===== src/sv/sha256_message_digest_macros.svh =====
// Assertion helpers for the SHA-256 hasher.
// Each macro expands to one labelled concurrent assertion on aclk,
// switched off while aresetn is low.
`ifndef SHA256_MESSAGE_DIGEST_MACROS_SVH
`define SHA256_MESSAGE_DIGEST_MACROS_SVH

// Same-cycle implication
`define SHA_ASSERT_NOW(lbl, ante, cons, msg) \
    lbl: assert property (@(posedge aclk) disable iff (!aresetn) (ante) |-> (cons)) \
        else $error(msg);

// Next-cycle implication
`define SHA_ASSERT_NEXT(lbl, ante, cons, msg) \
    lbl: assert property (@(posedge aclk) disable iff (!aresetn) (ante) |=> (cons)) \
        else $error(msg);

`endif


===== src/sv/sha256md_pkg.sv =====
package sha256md_pkg;

    // Sequencer states
    typedef enum logic [2:0] {
        ST_IDLE,
        ST_PAD,
        ST_ROUND,
        ST_FINAL,
        ST_OUT
    } sha_state_t;

    typedef logic [31:0] word_t;

    localparam logic [7:0] PAD_MARK  = 8'h80;
    localparam logic [5:0] LEN_POS   = 6'd56;
    localparam logic [5:0] BLK_LAST  = 6'd63;
    localparam logic [5:0] RND_LAST  = 6'd63;
    localparam logic [2:0] WORD_LAST = 3'd7;
    localparam logic [5:0] BYTE_BITS = 6'd8;

    localparam word_t INIT_VEC [8] = '{
        32'h6a09e667, 32'hbb67ae85, 32'h3c6ef372, 32'ha54ff53a,
        32'h510e527f, 32'h9b05688c, 32'h1f83d9ab, 32'h5be0cd19
    };

    // Round constants
    function automatic word_t round_const(input logic [5:0] r);
        word_t k;
        case (r)
            6'd0:  k = 32'h428a2f98;  6'd1:  k = 32'h71374491;
            6'd2:  k = 32'hb5c0fbcf;  6'd3:  k = 32'he9b5dba5;
            6'd4:  k = 32'h3956c25b;  6'd5:  k = 32'h59f111f1;
            6'd6:  k = 32'h923f82a4;  6'd7:  k = 32'hab1c5ed5;
            6'd8:  k = 32'hd807aa98;  6'd9:  k = 32'h12835b01;
            6'd10: k = 32'h243185be;  6'd11: k = 32'h550c7dc3;
            6'd12: k = 32'h72be5d74;  6'd13: k = 32'h80deb1fe;
            6'd14: k = 32'h9bdc06a7;  6'd15: k = 32'hc19bf174;
            6'd16: k = 32'he49b69c1;  6'd17: k = 32'hefbe4786;
            6'd18: k = 32'h0fc19dc6;  6'd19: k = 32'h240ca1cc;
            6'd20: k = 32'h2de92c6f;  6'd21: k = 32'h4a7484aa;
            6'd22: k = 32'h5cb0a9dc;  6'd23: k = 32'h76f988da;
            6'd24: k = 32'h983e5152;  6'd25: k = 32'ha831c66d;
            6'd26: k = 32'hb00327c8;  6'd27: k = 32'hbf597fc7;
            6'd28: k = 32'hc6e00bf3;  6'd29: k = 32'hd5a79147;
            6'd30: k = 32'h06ca6351;  6'd31: k = 32'h14292967;
            6'd32: k = 32'h27b70a85;  6'd33: k = 32'h2e1b2138;
            6'd34: k = 32'h4d2c6dfc;  6'd35: k = 32'h53380d13;
            6'd36: k = 32'h650a7354;  6'd37: k = 32'h766a0abb;
            6'd38: k = 32'h81c2c92e;  6'd39: k = 32'h92722c85;
            6'd40: k = 32'ha2bfe8a1;  6'd41: k = 32'ha81a664b;
            6'd42: k = 32'hc24b8b70;  6'd43: k = 32'hc76c51a3;
            6'd44: k = 32'hd192e819;  6'd45: k = 32'hd6990624;
            6'd46: k = 32'hf40e3585;  6'd47: k = 32'h106aa070;
            6'd48: k = 32'h19a4c116;  6'd49: k = 32'h1e376c08;
            6'd50: k = 32'h2748774c;  6'd51: k = 32'h34b0bcb5;
            6'd52: k = 32'h391c0cb3;  6'd53: k = 32'h4ed8aa4a;
            6'd54: k = 32'h5b9cca4f;  6'd55: k = 32'h682e6ff3;
            6'd56: k = 32'h748f82ee;  6'd57: k = 32'h78a5636f;
            6'd58: k = 32'h84c87814;  6'd59: k = 32'h8cc70208;
            6'd60: k = 32'h90befffa;  6'd61: k = 32'ha4506ceb;
            6'd62: k = 32'hbef9a3f7;  6'd63: k = 32'hc67178f2;
            default: k = '0;
        endcase
        return k;
    endfunction

    function automatic word_t big_sigma0(input word_t x);
        return {x[1:0], x[31:2]} ^ {x[12:0], x[31:13]} ^ {x[21:0], x[31:22]};
    endfunction

    function automatic word_t big_sigma1(input word_t x);
        return {x[5:0], x[31:6]} ^ {x[10:0], x[31:11]} ^ {x[24:0], x[31:25]};
    endfunction

    function automatic word_t small_sigma0(input word_t x);
        return {x[6:0], x[31:7]} ^ {x[17:0], x[31:18]} ^ {3'b000, x[31:3]};
    endfunction

    function automatic word_t small_sigma1(input word_t x);
        return {x[16:0], x[31:17]} ^ {x[18:0], x[31:19]} ^ {10'b0, x[31:10]};
    endfunction

endpackage


===== src/sv/sha256_message_digest.sv =====
// SHA-256 hasher, one message byte per input transaction.
// Input channel (s_): tdata = message byte, tuser = byte present flag,
// tlast = end of message. A transaction with tuser low and tlast high
// closes the message without adding a byte; tuser and tlast both low is
// a no-op. Output channel (m_): eight transactions per message, tdata =
// digest word, tuser = word index (0 most significant), tlast on word 7.
// A byte is accepted while the hasher is idle. Each completed 64-byte block
// holds s_tready low for 64 rounds of the single round unit, then a fold
// into the chaining value, so no new byte is taken until both are done.
// On the end of message the padding is shifted in one byte per cycle
// (64 minus the fill level) and the block is compressed; with a fill level
// of 56 or more a second block follows, another 64 padding bytes and a
// second compression. The digest words are then offered; s_tready stays
// low until word 7 is taken. A stall on m_tready simply holds the current
// word. After the last word the chaining value returns to the initial
// vector. Reset (aresetn low at a clock edge) drops any partial message.
`include "sha256_message_digest_macros.svh"

module sha256_message_digest
    import sha256md_pkg::*;
(
    input  logic        aclk,
    input  logic        aresetn,
    input  logic        s_tvalid,
    output logic        s_tready,
    input  logic [7:0]  s_tdata,   // [7:0] data_byte
    input  logic [0:0]  s_tuser,   // [0] has_byte
    input  logic        s_tlast,
    output logic        m_tvalid,
    input  logic        m_tready,
    output logic [31:0] m_tdata,   // [31:0] digest_word
    output logic [2:0]  m_tuser,   // [2:0] word_index
    output logic        m_tlast
);

    sha_state_t  state_reg, state_next;
    logic [5:0]  cnt_reg, cnt_next;
    logic [63:0] len_reg, len_next;
    logic [5:0]  rnd_reg, rnd_next;
    logic [2:0]  idx_reg, idx_next;
    logic        fin_reg, fin_next;
    logic        first_reg, first_next;
    logic        lenok_reg, lenok_next;
    logic        done_reg, done_next;
    word_t       chain_reg [8];
    word_t       chain_next [8];
    word_t       win_reg [16];
    word_t       win_next [16];
    word_t       wv_reg [8];
    word_t       wv_next [8];

    logic        s_acc;
    logic        m_acc;
    logic        shift_en;
    logic [7:0]  pad_byte;
    logic [7:0]  byte_in;
    logic [5:0]  len_sh;
    word_t       w_new;
    word_t       t1;
    word_t       t2;
    word_t       ch;
    word_t       maj;

    assign s_acc = s_tvalid && s_tready;
    assign m_acc = m_tvalid && m_tready;

    // Next state
    always_comb begin
        state_next = state_reg;
        case (state_reg)
            ST_IDLE: begin
                if (s_acc) begin
                    if (s_tuser[0] && cnt_reg == BLK_LAST) begin
                        state_next = ST_ROUND;
                    end else if (s_tlast) begin
                        state_next = ST_PAD;
                    end
                end
            end
            ST_PAD: begin
                if (cnt_reg == BLK_LAST) begin
                    state_next = ST_ROUND;
                end
            end
            ST_ROUND: begin
                if (rnd_reg == RND_LAST) begin
                    state_next = ST_FINAL;
                end
            end
            ST_FINAL: begin
                if (!fin_reg) begin
                    state_next = ST_IDLE;
                end else if (done_reg) begin
                    state_next = ST_OUT;
                end else begin
                    state_next = ST_PAD;
                end
            end
            ST_OUT: begin
                if (m_tready && idx_reg == WORD_LAST) begin
                    state_next = ST_IDLE;
                end
            end
            default: state_next = ST_IDLE;
        endcase
    end

    // Port outputs
    always_comb begin
        s_tready = 1'b0;
        m_tvalid = 1'b0;
        case (state_reg)
            ST_IDLE: s_tready = 1'b1;
            ST_OUT:  m_tvalid = 1'b1;
            default: begin
                s_tready = 1'b0;
                m_tvalid = 1'b0;
            end
        endcase
    end

    assign m_tdata = chain_reg[idx_reg];
    assign m_tuser = idx_reg;
    assign m_tlast = (idx_reg == WORD_LAST);

    // Padding byte: marker, zeros, then the bit length big-endian
    assign len_sh = {3'd7 - cnt_reg[2:0], 3'b000};
    always_comb begin
        if (first_reg) begin
            pad_byte = PAD_MARK;
        end else if (lenok_reg && cnt_reg >= LEN_POS) begin
            pad_byte = 8'(len_reg >> len_sh);
        end else begin
            pad_byte = '0;
        end
    end

    assign byte_in  = (state_reg == ST_IDLE) ? s_tdata : pad_byte;
    assign shift_en = (s_acc && s_tuser[0]) || (state_reg == ST_PAD);

    // Shared round unit: message schedule and one compression round
    assign w_new = small_sigma1(win_reg[14]) + win_reg[9]
                 + small_sigma0(win_reg[1]) + win_reg[0];
    assign ch    = (wv_reg[4] & wv_reg[5]) ^ (~wv_reg[4] & wv_reg[6]);
    assign maj   = (wv_reg[0] & wv_reg[1]) ^ (wv_reg[0] & wv_reg[2])
                 ^ (wv_reg[1] & wv_reg[2]);
    assign t1    = wv_reg[7] + big_sigma1(wv_reg[4]) + ch
                 + round_const(rnd_reg) + win_reg[0];
    assign t2    = big_sigma0(wv_reg[0]) + maj;

    // Datapath next values
    always_comb begin
        cnt_next   = cnt_reg;
        len_next   = len_reg;
        rnd_next   = rnd_reg;
        idx_next   = idx_reg;
        fin_next   = fin_reg;
        first_next = first_reg;
        lenok_next = lenok_reg;
        done_next  = done_reg;
        chain_next = chain_reg;
        win_next   = win_reg;
        wv_next    = wv_reg;

        // Take a new transaction
        if (s_acc) begin
            fin_next   = s_tlast;
            first_next = 1'b1;
            done_next  = 1'b0;
            if (s_tuser[0]) begin
                len_next = len_reg + 64'(BYTE_BITS);
            end
        end

        // Shift one byte into the block buffer
        if (shift_en) begin
            cnt_next = cnt_reg + 6'd1;
            for (int i = 0; i < 15; i++) begin
                win_next[i] = {win_reg[i][23:0], win_reg[i + 1][31:24]};
            end
            win_next[15] = {win_reg[15][23:0], byte_in};
        end

        // Track padding progress
        if (state_reg == ST_PAD) begin
            first_next = 1'b0;
            if (first_reg) begin
                lenok_next = (cnt_reg < LEN_POS);
            end else if (lenok_reg && cnt_reg >= LEN_POS) begin
                done_next = 1'b1;
            end
        end

        // Run one round and advance the schedule window
        if (state_reg == ST_ROUND) begin
            rnd_next = rnd_reg + 6'd1;
            for (int i = 0; i < 15; i++) begin
                win_next[i] = win_reg[i + 1];
            end
            win_next[15] = w_new;
            wv_next[7] = wv_reg[6];
            wv_next[6] = wv_reg[5];
            wv_next[5] = wv_reg[4];
            wv_next[4] = wv_reg[3] + t1;
            wv_next[3] = wv_reg[2];
            wv_next[2] = wv_reg[1];
            wv_next[1] = wv_reg[0];
            wv_next[0] = t1 + t2;
        end

        // Load working variables at the start of a compression
        if (state_next == ST_ROUND && state_reg != ST_ROUND) begin
            wv_next = chain_reg;
        end

        // Fold the compressed block into the chaining value
        if (state_reg == ST_FINAL) begin
            for (int i = 0; i < 8; i++) begin
                chain_next[i] = chain_reg[i] + wv_reg[i];
            end
            if (fin_reg && !done_reg) begin
                lenok_next = 1'b1;
            end
        end

        // Step through the digest words; restart after the last
        if (m_acc) begin
            idx_next = idx_reg + 3'd1;
            if (idx_reg == WORD_LAST) begin
                chain_next = INIT_VEC;
                len_next   = '0;
                fin_next   = 1'b0;
            end
        end
    end

    // Control and chaining state
    always_ff @(posedge aclk) begin
        if (!aresetn) begin
            state_reg <= ST_IDLE;
            cnt_reg   <= '0;
            len_reg   <= '0;
            rnd_reg   <= '0;
            idx_reg   <= '0;
            fin_reg   <= 1'b0;
            first_reg <= 1'b0;
            lenok_reg <= 1'b0;
            done_reg  <= 1'b0;
            chain_reg <= INIT_VEC;
        end else begin
            state_reg <= state_next;
            cnt_reg   <= cnt_next;
            len_reg   <= len_next;
            rnd_reg   <= rnd_next;
            idx_reg   <= idx_next;
            fin_reg   <= fin_next;
            first_reg <= first_next;
            lenok_reg <= lenok_next;
            done_reg  <= done_next;
            chain_reg <= chain_next;
        end
    end

    // Block buffer and working variables
    always_ff @(posedge aclk) begin
        win_reg <= win_next;
        wv_reg  <= wv_next;
    end

    `SHA_ASSERT_NOW(a_one_side, s_tready, !m_tvalid, "input and output open together")
    `SHA_ASSERT_NOW(a_rnd_idle, state_reg != ST_ROUND, rnd_reg == '0, "round count left over")
    `SHA_ASSERT_NOW(a_out_empty, m_tvalid, cnt_reg == '0, "digest offered with bytes pending")
    `SHA_ASSERT_NEXT(a_restart, m_acc && m_tlast, s_tready && idx_reg == '0, "no restart")

endmodule

===== config.mk =====
export PLATFORM = sky130hd
export DESIGN_NAME = sha256_message_digest
export DESIGN_NICKNAME = d
export VERILOG_FILES = /design/src/sv/sha256md_pkg.sv /design/src/sv/sha256_message_digest.sv
export VERILOG_INCLUDE_DIRS = /design/src /design/src/sv
export SDC_FILE = /design/constraint.sdc
export NUM_CORES = 2
export LEC_CHECK = 0
export BUFFER_PORTS_ARGS = -buffer_cell sky130_fd_sc_hd__buf_4
export CAP_MARGIN = 20
export CORE_MARGIN = 1.5
export CORE_UTILIZATION = 40
export CTS_BUF_LIST = sky130_fd_sc_hd__clkbuf_4
export DETAILED_ROUTE_END_ITERATION = 8
export GPL_ROUTABILITY_DRIVEN = 0
export GPL_TIMING_DRIVEN = 0
export PLACE_DENSITY_LB_ADDON = 0.2
export SYNTH_ARGS = -nofsm -noshare
export SYNTH_HDL_FRONTEND = slang
export SYNTH_SLANG_ARGS = --single-unit

===== constraint.sdc =====
create_clock -name aclk -period 31.2 [get_ports aclk]
set_clock_uncertainty 0.15 [all_clocks]
set_input_delay 3.12 -clock aclk [delete_from_list [all_inputs] [get_ports aclk]]
set_output_delay 3.12 -clock aclk [all_outputs]
set_load 0.05 [all_outputs]

==> results.cfg <==
[grt]
grt_use_total_pct = 28.91
grt_max_degree = 66
antenna_found_initial = 17
grt_first_pass_wirelength_um = 408200
first_global_vias = 62146
grt_overflow = 0

[clock_network]
htree_levels = 5
insertion_delay_ns = 1.46
cts_resized = 0
hold_buffers = 0
clk_transition_reported_paths_ns = 0.07
numCtsBuffers = 347
clock_sinks = 1139
cts_tree = yes
post_cts_buffers = 0
cts_buffer_depth = 4
cts_root_buf = clkbuf_4

[place]
pre_cts_slack_ns = 22.15
hpwl_um = 217900
dpl.cell_count = 10672
io_buffers = 51

[power_and_ir_drop]
p_leak_nw = 34.92
ir_drop_uv = 42.76
p_per_area_mw_per_mm2 = 56.54

[finish]
area_growth_pct = 11.69
nNetsFinal = 9130
largest_reg_flops = 512
drive_gt1_share_pct = 11.95
final_cells = 11285

[setup_path]
rr_worst_depth = 34
worst-r2r-setup-slack_ns = 21.85
cp_slowest_cell = a31oi_1
cp_max_fo = 8
worstPathArrival_ns = 10.26
start_kind = flip-flop
end_kind = flip-flop
worstPathRequired_ns = 32.10
crit_type = flip-flop to flip-flop
slowest_delay_ns = 0.64

[logic_synthesis]
ys_types = 96
yosys_warnings = 0
ys_seq_area_share_pct = 40.40
syn_inst = 8082
avgSynthCellArea_sq_um = 9.337
syn_area_sq_mm = 0.07546
synthArstFlopShare_pct = 0
syn_nets = 8684
yosys_register_bits = 1139
synth_edf_count = 768
synth_flop_cell = edfxtp_1

[sta]
period_share_pct = 29.98
hold_viol_final = 0
slew_violations = 0
fin_ws_ns = 21.85
setup_viol = 0
hold_ws_ns = 0.2917
period_needed_ns = 9.354
slew_headroom_pct = 16.32
tightestPinTransition_ns = 1.255
setup_tns_ns = 0
rsz0062_at_grt = no
clock.fmax_mhz = 106.9

[hold_path]
hold_depth = 2
hold_path.class = flip-flop to flip-flop

[detailed_routing]
routed_wl_um = 284200
dr.pass1.iters = 9
wl_per_cell_um = 25.18
vias = 65035
final_antenna_net_count = 0
viasPerCell = 5.763
drcViolationCount = 463
drtIter0Drc = 9057

[floorplan]
initial_core_util_pct = 40.23
dieWidth_um = 437.4
design.die.area_sq_mm = 0.1913
core_area_sq_mm = 0.1876
die_y_um = 437.4
num_io_pins = 52
rows = 159

[run]
max-cap-violations = 0

[outcome]
failed_checks = DRC
status = finished, violations left
-- worst paths after layout --
path / end / from
setup / recovery: wv_reg[254] / wv_reg[96]
hold / removal: win_reg[186] / win_reg[178]
hold reg to reg: win_reg[186] / win_reg[178]
setup reg to reg: wv_reg[254] / wv_reg[96]
-- metrics by stage --
step / util, % / area (sq um) / power [W]
after CTS: 44.90 / 84240 / 0.004749
after global placement: 42.09 / 78970 / 0.003266
final: 44.93 / 84280 / 0.004765
after global routing: 44.92 / 84280 / 0.005007
after floorplan: - / 75460 / 0.002854
after detailed placement: 42.60 / 79910 / 0.003244
-- cells in the final DEF, fill, tap and decap left out, types with 60 or more instances in the layout --
master	n
clkbuf_4	518
clkbuf_1	349
dfxtp_1	371
o211ai_1	105
a21oi_1	462
a21o_1	223
nand3_1	109
inv_1	490
mux2_2	238
clkinv_1	60
mux4_2	78
o21ai_0	492
nand2_1	1864
nor3_1	85
nand2b_1	72
xnor2_1	365
ha_1	393
nor2_1	296
edfxtp_1	768
fa_1	195
xor2_1	256
-- cells in the mapped netlist, types with 15 or more instances --
cell      count  area share, %
a211oi_1     41           0.41
a21o_1      223            2.2
a21oi_1     462            3.1
a31oi_1      55           0.46
and2_1       30           0.25
and3_1       53           0.44
and4_1       15           0.17
buf_1        33           0.16
buf_2        27           0.18
clkbuf_1    359            1.8
dfxtp_1     371            9.8
edfxtp_1    768             31
fa_1        195            5.2
ha_1        393            6.5
inv_1       490            2.4
mux2_2      238            3.6
mux2i_1      49           0.65
mux4_2       78            2.3
nand2_1    1864            9.3
nand2b_1     72           0.60
nand3_1     109           0.72
nand4_1      46           0.38
nor2_1      297            1.5
nor2b_1      50           0.41
nor3_1       85           0.56
o211ai_1    105            1.0
o21a_1       46           0.46
o21ai_0     492            3.3
o21ai_1      38           0.25
o21bai_1     41           0.41
o22ai_1      16           0.13
o311ai_0     19           0.22
o31ai_1      30           0.30
or3_1        40           0.33
xnor2_1     365            4.2
xor2_1      256            3.0
-- critical path: cells and delay by family (launching register included) --
kind	cells	cell delay [ns]
AND/OR/NAND/NOR	7	1.42
multiplexers	1	0.41
buffers and inverters	7	1.13
flip-flops	1	0.39
adder cells (fa/ha/maj)	7	2.64
XOR/XNOR	2	0.38
AO/OA/AOI/OAI	10	2.51
-- layout make-up --
type / instances / area (sq um)
Fill cell: 18225 / 103300
Multi-Input combinational cell: 6027 / 41510
Sequential cell: 1139 / 30490
Clock buffer: 518 / 3889
Tap cell: 2495 / 3122
Inverter: 494 / 1854
Buffer: 422 / 1652
Timing Repair Buffer: 97 / 1303
Clock inverter: 83 / 436.7
Antenna cell: 10 / 25.02
-- layer usage --
| layer | track usage [%] | wire (um) |
|---|---|---|
| met3 | 9.321 | 33130 |
| met4 | 13.32 | 14400 |
| met5 | 0.2268 | 93 |
| met2 | 41.10 | 116500 |
| met1 | 39.65 | 120000 |
-- where the power goes --
group / leakage [nW] / switching [W] / internal [W] / total (W)
combinational: 22.1 / 0.000926 / 0.000568 / 0.00149
clock: 2.61 / 0.000709 / 0.000788 / 0.00150
sequential: 10.2 / 0.0000427 / 0.00173 / 0.00177
-- logic make-up after synthesis --
| family | Yosys count | synth area share, % |
|---|---|---|
| muxes | 365 | 6.529 |
| xor gates and xnor gates | 621 | 7.207 |
| and+or+nand+nor | 2725 | 15.32 |
| AOI/OAI and AO/OA | 1726 | 14.20 |
| DFF | 1139 | 40.40 |
| buffers and inverters | 916 | 4.626 |
| adders and majority gates | 590 | 11.72 |
Note: power is estimated with default switching activity, not from simulation.
